===== config.mk =====
export PLATFORM = sky130hd
export DESIGN_NAME = integer_to_radix_digits
export DESIGN_NICKNAME = d
export VERILOG_FILES = /design/src/rtl/core/i2rd_pkg.sv /design/src/rtl/core/integer_to_radix_digits.sv
export SDC_FILE = /design/constraint.sdc
export NUM_CORES = 1
export LEC_CHECK = 0
export BUFFER_PORTS_ARGS = -buffer_cell sky130_fd_sc_hd__buf_4
export CELL_PAD_IN_SITES_DETAIL_PLACEMENT = 1
export CELL_PAD_IN_SITES_GLOBAL_PLACEMENT = 2
export CORE_UTILIZATION = 43
export DETAILED_ROUTE_END_ITERATION = 8
export GPL_TIMING_DRIVEN = 0
export PLACE_DENSITY = 0.88
export SYNTH_ARGS = -nofsm -noshare
export SYNTH_HDL_FRONTEND = slang
export SYNTH_SLANG_ARGS = --single-unit

===== constraint.sdc =====
create_clock -name i_clk -period 12.1 [get_ports i_clk]
set_input_delay 1.21 -clock i_clk [delete_from_list [all_inputs] [get_ports i_clk]]
set_output_delay 1.21 -clock i_clk [all_outputs]
set_load 0.02 [all_outputs]

===== src/rtl/core/i2rd_pkg.sv =====
// Shared types, constants and helpers for the integer to radix digit converter.
package i2rd_pkg;

    localparam int BASE_W    = 5;   // base field width
    localparam int DIGIT_W   = 4;   // one stored digit, 0..15
    localparam int CHAR_W    = 7;   // ASCII character width
    localparam int STEP_BITS = 8;   // dividend bits retired per divider cycle

    localparam logic [BASE_W-1:0] BASE_MIN = 5'd2;
    localparam logic [BASE_W-1:0] BASE_MAX = 5'd16;

    localparam logic [CHAR_W-1:0] ASCII_ZERO = 7'd48;
    localparam logic [CHAR_W-1:0] ASCII_A    = 7'd65;

    typedef enum logic [1:0] {
        ST_IDLE,
        ST_DIV,
        ST_READ,
        ST_LOAD
    } t_state;

    // Digit value 0..15 to '0'-'9' / 'A'-'F'.
    function automatic logic [CHAR_W-1:0] digit_to_ascii(input logic [DIGIT_W-1:0] d);
        logic [CHAR_W-1:0] res;
        if (d < 4'd10) begin
            res = ASCII_ZERO + CHAR_W'(d);
        end else begin
            res = ASCII_A + CHAR_W'(d - 4'd10);
        end
        return res;
    endfunction

endpackage


===== src/rtl/core/integer_to_radix_digits.sv =====
// Top level: unsigned integer to ASCII digit stream in a radix from 2 to 16.
// Division: one division per digit, by the shared 8-bit-per-cycle restoring divide
//   step over the byte-padded dividend.
// Emission: each digit passes ST_READ then ST_LOAD through the registered digit store
//   read port; ST_LOAD waits while the output word is not taken. A new value is accepted only in idle.
// Reset: i_rst_n synchronous, active low; clears control, store contents undefined.
module integer_to_radix_digits #(
    parameter int VALUE_WIDTH = 32,
    parameter int MAX_DIGITS  = 32
) (
    input  logic i_clk,
    input  logic i_rst_n,
    // input word: [VALUE_WIDTH-1:0] value, [VALUE_WIDTH+4:VALUE_WIDTH] base, zero pad
    input  logic                                          i_s_tvalid,
    output logic                                          o_s_tready,
    input  logic [((VALUE_WIDTH+i2rd_pkg::BASE_W+7)/8)*8-1:0] i_s_tdata,
    // output word: [6:0] digit_char, [7] zero pad
    output logic                                          o_m_tvalid,
    input  logic                                          i_m_tready,
    output logic [7:0]                                    o_m_tdata,
    // last_digit
    output logic                                          o_m_tlast
);
    import i2rd_pkg::*;

    // Dividend is padded to whole bytes so every divide cycle retires one byte.
    localparam int PAD_W  = ((VALUE_WIDTH + STEP_BITS - 1) / STEP_BITS) * STEP_BITS;
    localparam int NSTEP  = PAD_W / STEP_BITS;
    localparam int STEP_W = (NSTEP > 1) ? $clog2(NSTEP) : 1;
    localparam int CNT_W  = $clog2(MAX_DIGITS + 1);
    localparam int IDX_W  = $clog2(MAX_DIGITS);

    t_state r_state, n_state;

    logic [PAD_W-1:0]   r_div,  n_div;    // dividend in, quotient shifts in from below
    logic [DIGIT_W-1:0] r_rem,  n_rem;    // running remainder
    logic [BASE_W-1:0]  r_base, n_base;   // saturated radix
    logic [STEP_W-1:0]  r_step, n_step;   // byte position within one division
    logic [CNT_W-1:0]   r_cnt,  n_cnt;    // digits produced so far
    logic [IDX_W-1:0]   r_idx,  n_idx;    // digit being emitted, MS first

    logic               r_ovalid, n_ovalid;
    logic [CHAR_W-1:0]  r_ochar,  n_ochar;
    logic               r_olast,  n_olast;

    // digit store, LS digit at entry 0
    logic [DIGIT_W-1:0] r_store [MAX_DIGITS];
    logic [DIGIT_W-1:0] r_rd;

    logic               wr_en;
    logic [IDX_W-1:0]   wr_addr;

    // shared divide step
    logic [BASE_W-1:0]    in_base, base_sat;
    logic [BASE_W-1:0]    trial;
    logic [DIGIT_W-1:0]   rem_t;
    logic [STEP_BITS-1:0] q_byte;
    logic [PAD_W-1:0]     quot_next;
    logic [CNT_W-1:0]     cnt_inc;

    assign in_base = i_s_tdata[VALUE_WIDTH +: BASE_W];

    always_comb begin
        priority if (in_base < BASE_MIN) begin
            base_sat = BASE_MIN;
        end else if (in_base > BASE_MAX) begin
            base_sat = BASE_MAX;
        end else begin
            base_sat = in_base;
        end
    end

    // Eight restoring steps on the top dividend byte; remainder stays below base.
    always_comb begin
        rem_t  = r_rem;
        q_byte = '0;
        trial  = '0;
        for (int j = 0; j < STEP_BITS; j++) begin
            trial = {rem_t, r_div[PAD_W-1-j]};
            if (trial >= r_base) begin
                trial = trial - r_base;
                q_byte[STEP_BITS-1-j] = 1'b1;
            end
            rem_t = trial[DIGIT_W-1:0];
        end
    end

    assign quot_next = (r_div << STEP_BITS) | PAD_W'(q_byte);
    assign cnt_inc   = r_cnt + CNT_W'(1);

    // next state and outputs
    always_comb begin
        n_state  = r_state;
        n_div    = r_div;
        n_rem    = r_rem;
        n_base   = r_base;
        n_step   = r_step;
        n_cnt    = r_cnt;
        n_idx    = r_idx;
        n_ovalid = r_ovalid;
        n_ochar  = r_ochar;
        n_olast  = r_olast;
        wr_en    = 1'b0;
        wr_addr  = r_cnt[IDX_W-1:0];
        o_s_tready = (r_state == ST_IDLE);

        if (r_ovalid && i_m_tready) begin
            n_ovalid = 1'b0;
        end

        unique case (r_state)
            ST_IDLE: begin
                if (i_s_tvalid) begin
                    n_div   = PAD_W'(i_s_tdata[VALUE_WIDTH-1:0]);
                    n_base  = base_sat;
                    n_rem   = '0;
                    n_step  = '0;
                    n_cnt   = '0;
                    n_state = ST_DIV;
                end
            end
            ST_DIV: begin
                n_div  = quot_next;
                n_rem  = rem_t;
                n_step = r_step + STEP_W'(1);
                if (r_step == STEP_W'(NSTEP - 1)) begin
                    // division done: keep the remainder as the next digit
                    wr_en  = 1'b1;
                    n_cnt  = cnt_inc;
                    n_rem  = '0;
                    n_step = '0;
                    // a zero value still yields one digit, as the loop runs once
                    if (quot_next == '0 || cnt_inc >= CNT_W'(MAX_DIGITS)) begin
                        n_idx   = r_cnt[IDX_W-1:0];
                        n_state = ST_READ;
                    end
                end
            end
            ST_READ: begin
                n_state = ST_LOAD;
            end
            ST_LOAD: begin
                if (!r_ovalid || i_m_tready) begin
                    n_ovalid = 1'b1;
                    n_ochar  = digit_to_ascii(r_rd);
                    n_olast  = (r_idx == '0);
                    if (r_idx == '0) begin
                        n_state = ST_IDLE;
                    end else begin
                        n_idx   = r_idx - IDX_W'(1);
                        n_state = ST_READ;
                    end
                end
            end
            default: begin
                n_state = ST_IDLE;
            end
        endcase
    end

    always_ff @(posedge i_clk) begin
        if (!i_rst_n) begin
            r_state  <= ST_IDLE;
            r_cnt    <= '0;
            r_step   <= '0;
            r_idx    <= '0;
            r_ovalid <= 1'b0;
            r_div    <= '0;
            r_base   <= BASE_MIN;
            r_rem    <= '0;
        end else begin
            r_state  <= n_state;
            r_cnt    <= n_cnt;
            r_step   <= n_step;
            r_idx    <= n_idx;
            r_ovalid <= n_ovalid;
            r_div    <= n_div;
            r_base   <= n_base;
            r_rem    <= n_rem;
        end
    end

    always_ff @(posedge i_clk) begin
        r_ochar <= n_ochar;
        r_olast <= n_olast;
    end

    // digit store: one write port, one registered read port
    always_ff @(posedge i_clk) begin
        if (wr_en) begin
            r_store[wr_addr] <= rem_t;
        end
        r_rd <= r_store[r_idx];
    end

    assign o_m_tvalid = r_ovalid;
    assign o_m_tdata  = {1'b0, r_ochar};
    assign o_m_tlast  = r_olast;

`ifndef SYNTHESIS
    a_cnt_bound: assert property (@(posedge i_clk) disable iff (!i_rst_n)
        r_cnt <= CNT_W'(MAX_DIGITS))
        else $error("digit count past store depth");

    a_base_range: assert property (@(posedge i_clk) disable iff (!i_rst_n)
        (r_state != ST_IDLE) |-> (r_base >= BASE_MIN && r_base <= BASE_MAX))
        else $error("radix out of range while busy");

    a_rem_below_base: assert property (@(posedge i_clk) disable iff (!i_rst_n)
        (r_state == ST_DIV) |-> (CNT_W'(r_rem) < CNT_W'(r_base)))
        else $error("remainder not below radix");

    a_idx_written: assert property (@(posedge i_clk) disable iff (!i_rst_n)
        (r_state == ST_READ || r_state == ST_LOAD) |-> (CNT_W'(r_idx) < r_cnt))
        else $error("emit index beyond produced digits");

    a_last_ends_run: assert property (@(posedge i_clk) disable iff (!i_rst_n)
        (r_state == ST_LOAD && (!r_ovalid || i_m_tready) && r_idx == '0)
        |=> (r_state == ST_IDLE && o_m_tlast && o_m_tvalid))
        else $error("final digit did not close the run");
`endif

endmodule


==> flow_summary.toml, run 1 <==
[placed_design]
io_buffer_count = 49
dp_slack_ps = -1510
dp_hpwl_mm = 18.0
gp_congestion = 0.812

[drt]
vias = 6641
drc = 2
drt_iter0_drc = 373
wl_met2_mm = 12.8
postRouteAntennaNets = 0
wl_met3_um = 971
wire_per_inst_um = 21.5
routed.top_layer = "met4"
viasPerCell = 5.74
wl_met1_mm = 10.8
postRouteWirelength_mm = 24.9
drt-pass1-iter-count = 7

[sta]
finalWorstPathRequiredPeriod_ps = 11430
hold_viol = 0
slew_violations = 0
setup_tns_ps = 0
relSlewSlack_pct = 22.8
min_period_over_period_pct = 94.4
setup_ws_ps = 674
fin_skew_ps = 12.5
finalSetupViolations = 0
fmax_mhz = 87.5
tightest_slew_ps = 1160
fin_hold_ws_ps = 459

[die]
initial_core_util_pct = 44.2
num_rows = 54
io_pins = 55
die-area_um2 = 23300
design.core.area_um2 = 22000
chipHeight_um = 152
die-width_um = 152

[logic_synthesis]
synth_edf_count = 136
syn_nets = 883
syn_avg_cell_area_um2 = 12.5
ys_async_sr_fraction_pct = 0
synth_area_um2 = 9740
synth.distinct_cells = 52
synth-main-ff-cell = "edfxtp_1"
ys_warn_count = 0
ys_seq_elements = 197
synth_cells = 780
synth-seq-area-share_pct = 54.5

[layout]
drive_gt1_share_pct = 20.5
syn_to_final_growth_pct = 15.9
final.fill_count = 2261
finalNetCount = 967
antennaDiodeCount = 0
post-route-util_pct = 51.2

[global_route]
grt_max_degree = 34
grt_remaining_overflow = 0
gr-usage-all-layers_pct = 22.1
grt_pass1_wl_mm = 39.3
antenna_found_initial = 0
first_global_vias = 7118

[worst_setup_path]
worst_ep_arrival_time_ps = 11770
slowest_delay_ps = 640
cp-end-kind = "flip-flop"
cp_slowest_cell = "dfxtp_1"
path_class = "flip-flop to flip-flop"
critical_path.most_common_cell = "ha_1"
cp_max_fo = 9
start_kind = "flip-flop"
worstPathRequired_ps = 12440

[run]
maxCapViolations = 0

[clocking]
cts_hold_buffers = 0
cts_tree = "yes"
cts.sinks = 197
cts_inserted_buffers = 17
h-tree-depth = 4
clk_pin_slew_ps = 80
clockRootBuffer = "clkbuf_16"
clockBufferDepth = 2
clk_latency_ps = 440

[outcome]
status = "complete, but fails checks"
violations = "DRC"

[min_path]
hold_path_class = "flip-flop to flip-flop"
-- registers in the layout, summed over array words and instances (netlist names), 4 cells and up --
signal	flops
r_store	128
r_div	32
r_ochar	7
r_cnt	6
r_base	5
r_idx	5
r_rd	4
r_rem	4
-- through the flow --
stage               instance area [um2]  std cells
floorplan                          9740        780
global placement                  10500       1109
detailed placement                10500       1111
CTS                               11200       1144
global route                      11300       1157
finish                            11300       1157
-- cell usage after synthesis, drive strengths merged, types with 3 or more instances --
library cell	number	area [um2]
dfxtp	61	1220
edfxtp	136	4080
o31ai	3	22.5
nand3b	7	52.6
a21oi	65	325
xnor2	15	131
a31oi	8	50.1
nor2	64	240
mux2i	7	70.1
o311ai	3	26.3
inv	39	146
mux4	40	901
ha	51	638
xor2	7	61.3
or4	4	30.0
mux2	24	270
nor4	9	68.8
nand3	7	35.0
o21ai	18	90.1
clkbuf	33	124
o21a	4	31.3
buf	5	22.5
a21o	17	128
o211ai	3	22.5
fa	8	160
nand2	68	255
nor3	3	15.0
nor2b	4	25.0
a22oi	36	270
nand2b	9	56.3
-- worst max-delay path, delay by kind of cell (launching register included) --
family	cells	cell delay [ps]
simple gates	7	1830
buf+inv	3	260
compound gates	20	3960
flops	1	640
mux	6	2070
fa+ha+maj	8	2560
-- metal layers --
| layer | vias up | global-route usage, % |
|---|---|---|
| met1 | 3386 | 28.9 |
| met4 | 0 | 5.24 |
| met2 | 146 | 38.5 |
| met3 | 14 | 3.75 |
| li1 | 3095 | - |
| met5 | - | 0 |
-- cell usage in the layout, fill, tap and decap left out, types with 24 or more instances in the layout --
master,synthesis,routed
dfxtp_1,61,60
mux2_2,24,24
nor2_1,64,64
buf_4,1,64
ha_1,51,51
mux4_2,40,40
a22oi_1,36,36
nand2_1,68,68
inv_1,38,36
a21oi_1,65,64
clkbuf_1,33,33
edfxtp_1,136,136
-- path summary, 6_finish.rpt --
path	end	startpoint	slack, ps	cells after the start
worst max register to register	r_idx[1]	r_base[0]	670	44
worst min register to register	r_base[4]	r_base[4]	460	2
worst max-delay path	r_idx[1]	r_base[0]	670	44
worst min-delay path	r_base[4]	r_base[4]	460	2
-- kinds of logic (layout without fill, tap and decap cells) --
group	after synthesis	count (layout)	synth area share, %
AO/OA/AOI/OAI	166	166	10.7
XOR/XNOR	22	22	1.98
adder cells (fa/ha/maj)	59	59	8.20
buffers and inverters	77	174	3.01
flip-flops	197	197	54.5
multiplexers	71	71	12.7
other	1	1	0.0385
AND/OR/NAND/NOR	187	187	8.86
-- area by class of cell --
| cell class | count | area [um2] | area share, % |
|---|---|---|---|
| repair buffers | 65 | 515 | 4.57 |
| plain buffers | 38 | 146 | 1.30 |
| clock buffers | 17 | 425 | 3.77 |
| well taps | 280 | 350 | 3.10 |
| flip-flops and latches | 197 | 5310 | 47.0 |
| inverters | 39 | 154 | 1.36 |
| clock inverters | 15 | 189 | 1.67 |
| multi-input cells | 506 | 4200 | 37.2 |
-- timing repair --
action                     in CTS  in global routing
pin swaps                       0                  7
setup endpoints to repair     140                106
setup buffers                   1                 13
resized for setup               8                  7
Power of run 1 is left out: the tool's default activity adds up to more than one toggle a clock period on the data nets, which glitch-free logic cannot reach.
==> run 2: changes to the inputs <==
ABC_AREA = 1   (was unset)
CORE_UTILIZATION = 39   (was 43)
==> flow_summary.toml, run 2 <==
[outcome]
status = "finished clean"

[logic_synthesis]
synth.distinct_cells = 44
synth-seq-area-share_pct = 52.1
ys_seq_elements = 197
synth_xor_area_share_pct = 1.72
synth_common_cells = "nand2_1 (267), nor2_1 (150), edfxtp_1 (136), inv_1 (96), o21ai_0 (91)"
yosysMostFrequentCell = "nand2_1"
synth_edf_count = 136
yosysTopAreaCell = "edfxtp_1"
synth_compound_area_share_pct = 11.6
synth.area.top_cells = "edfxtp_1 (40%), dfxtp_1 (12%), nand2_1 (9.8%)"
synth-main-ff-cell = "edfxtp_1"
synth_top_family_by_area = "simple AND/OR/NAND/NOR gates"
synthAdderAreaFrac_pct = 7.84
synth_cells = 1122
synth_top_area_share_pct = 40.1
ys_warn_count = 0
synth_area_um2 = 10200
syn_avg_cell_area_um2 = 9.08
ys_async_sr_fraction_pct = 0
muxShareOfSynthArea_pct = 0.197
syn_nets = 1225
yosys.area_share.simple_pct = 21.0

[sta]
fmax_mhz = 92.7
setup_ws_ps = 1310
slew_violations = 0
relSlewSlack_pct = 52.6
hold_viol = 0
finalWorstPathRequiredPeriod_ps = 10790
rsz0062_at_grt = "false"
tightest_slew_ps = 711
finalSetupViolations = 0
fin_skew_ps = 15.3
min_period_over_period_pct = 89.2

[global_route]
grt_max_degree = 33
antenna_found_initial = 1
first_global_vias = 8369
grt_remaining_overflow = 0
gr-usage-all-layers_pct = 23.1
grt_pass1_wl_mm = 46.4

[die]
die-width_um = 164
num_rows = 58
initial_core_util_pct = 40.1
design.core.area_um2 = 25400
io_pins = 55
die-area_um2 = 26800
chipHeight_um = 164

[worst_setup_path]
worst_ep_arrival_time_ps = 10920
cp_max_fo = 32
r2r-end = "r_store[20][2]"
worstPathRequired_ps = 12230
cp-end-kind = "flip-flop"
slowest_delay_ps = 610
reg2reg_from = "r_base[1]"
cp_slowest_cell = "and2_2"
r2r_cells = 64
critical_path.most_common_cell = "nand2_1"
start_kind = "flip-flop"
path_class = "flip-flop to flip-flop"
ff2ff_setup_slack_ps = 1310

[layout]
drive_gt1_share_pct = 12.4
largest_reg_flops = 128
syn_to_final_growth_pct = 14.3
finalNetCount = 1296
top_regs = "r_store (128), r_div (32), r_ochar (7)"
final_common_cell = "nand2_1"
largest-register = "r_store"
final.fill_count = 2984
layout_common_cells = "nand2_1 (267), nor2_1 (150), edfxtp_1 (136)"
final_cells = 1537

[drt]
drc = 0
postRouteWirelength_mm = 29.4
postRouteAntennaNets = 0
vias = 8052
drt-pass1-iter-count = 5
viasPerCell = 5.24
drt_iter0_drc = 497
wire_per_inst_um = 19.1

[clocking]
clockRootBuffer = "clkbuf_16"
cts_inserted_buffers = 17
clk_latency_ps = 440
post-cts-setup-buffers = 0
cts.sinks = 197
clk_pin_slew_ps = 70
clockBufferDepth = 2
h-tree-depth = 4
cts_tree = "yes"

[min_path]
min_to = "r_rem[3]"
min_from = "r_rem[3]"
min_path_cells = 2
hold_path_class = "flip-flop to flip-flop"

[placed_design]
dp_hpwl_mm = 21.6
io_buffer_count = 50
gp_congestion = 0.829
placed_cells = 1504
dp_slack_ps = 345

[run]
maxCapViolations = 0
## run 2: cell count changes after synthesis, moves of 28 or more
cell,delta
inv_1,+58
o21ai_0,+81
a22oi_1,-36
a31oi_1,+28
a21oi_1,-47
mux4_2,-40
nand2_1,+199
nor2_1,+86
## run 2: timing repair
item                                    in CTS  in global routing
endpoints found under the hold margin        0                  0
resized for setup                            0                  3
hold buffers                                 0                  0
endpoints found under the setup margin       0                 64
## run 2: metal layers
metal  wire (um)  vias up  GRT usage, %
li1            -     3944             -
met1       13600     3899          30.9
met2       14100      185          38.7
met3        1330       24          3.76
met4         350        0          5.89
met5           0        -             0
## run 2: cell type report
cell class                 instances  area [um2]  share of cell area (%)
clock buffer                      18         429                    3.69
sequential                       197        5310                    45.6
buffer                            41         179                    1.54
multi-input combinational        783        4350                    37.3
clock inverter                    14         165                    1.42
tap                              330         413                    3.55
antenna                            1        2.50                  0.0215
inverter                         101         379                    3.26
timing repair buffer              52         423                    3.63
## run 2: worst max-delay path by stage
stage	cells past startpoint	end	start	slack [ps]
3_3_place_gp	60	r_store[18][0]	r_base[1]	-1690
4_1_cts	64	r_store[21][2]	r_base[1]	310
6_report	64	r_store[20][2]	r_base[1]	1310
2_1_floorplan	60	r_store[0][0]	r_base[1]	2300
3_5_place_dp	64	r_store[4][2]	r_base[1]	340
5_1_grt	63	r_store[23][3]	r_base[1]	240
## run 2: stage by stage
step	utilization, %	setup TNS [ps]	instance area [um2]	hold slack, ps
6_report	45.8	0	11600	482
5_1_grt	45.8	0	11600	497
4_1_cts	45.8	0	11600	478
3_5_place_dp	43.5	0	11000	467
3_3_place_gp	43.2	-84680	11000	448
2_1_floorplan	-	0	10200	428
## run 2: logic make-up after synthesis
kind of cell / Yosys count
buffers and inverters: 142
muxes: 2
DFF: 197
adders and majority gates: 59
and+or+nand+nor: 501
AOI/OAI and AO/OA: 200
xor gates and xnor gates: 20
other: 1
## run 2: worst max-delay path, delay by kind of cell, from the launching register on
| family | cells | cell delay (ps) |
|---|---|---|
| buffers and inverters | 9 | 1260 |
| flip-flops | 1 | 560 |
| AND/OR/NAND/NOR | 42 | 5110 |
| AO/OA/AOI/OAI | 5 | 920 |
| adder cells (fa/ha/maj) | 8 | 2540 |
Power of run 2 is left out for the same reason.
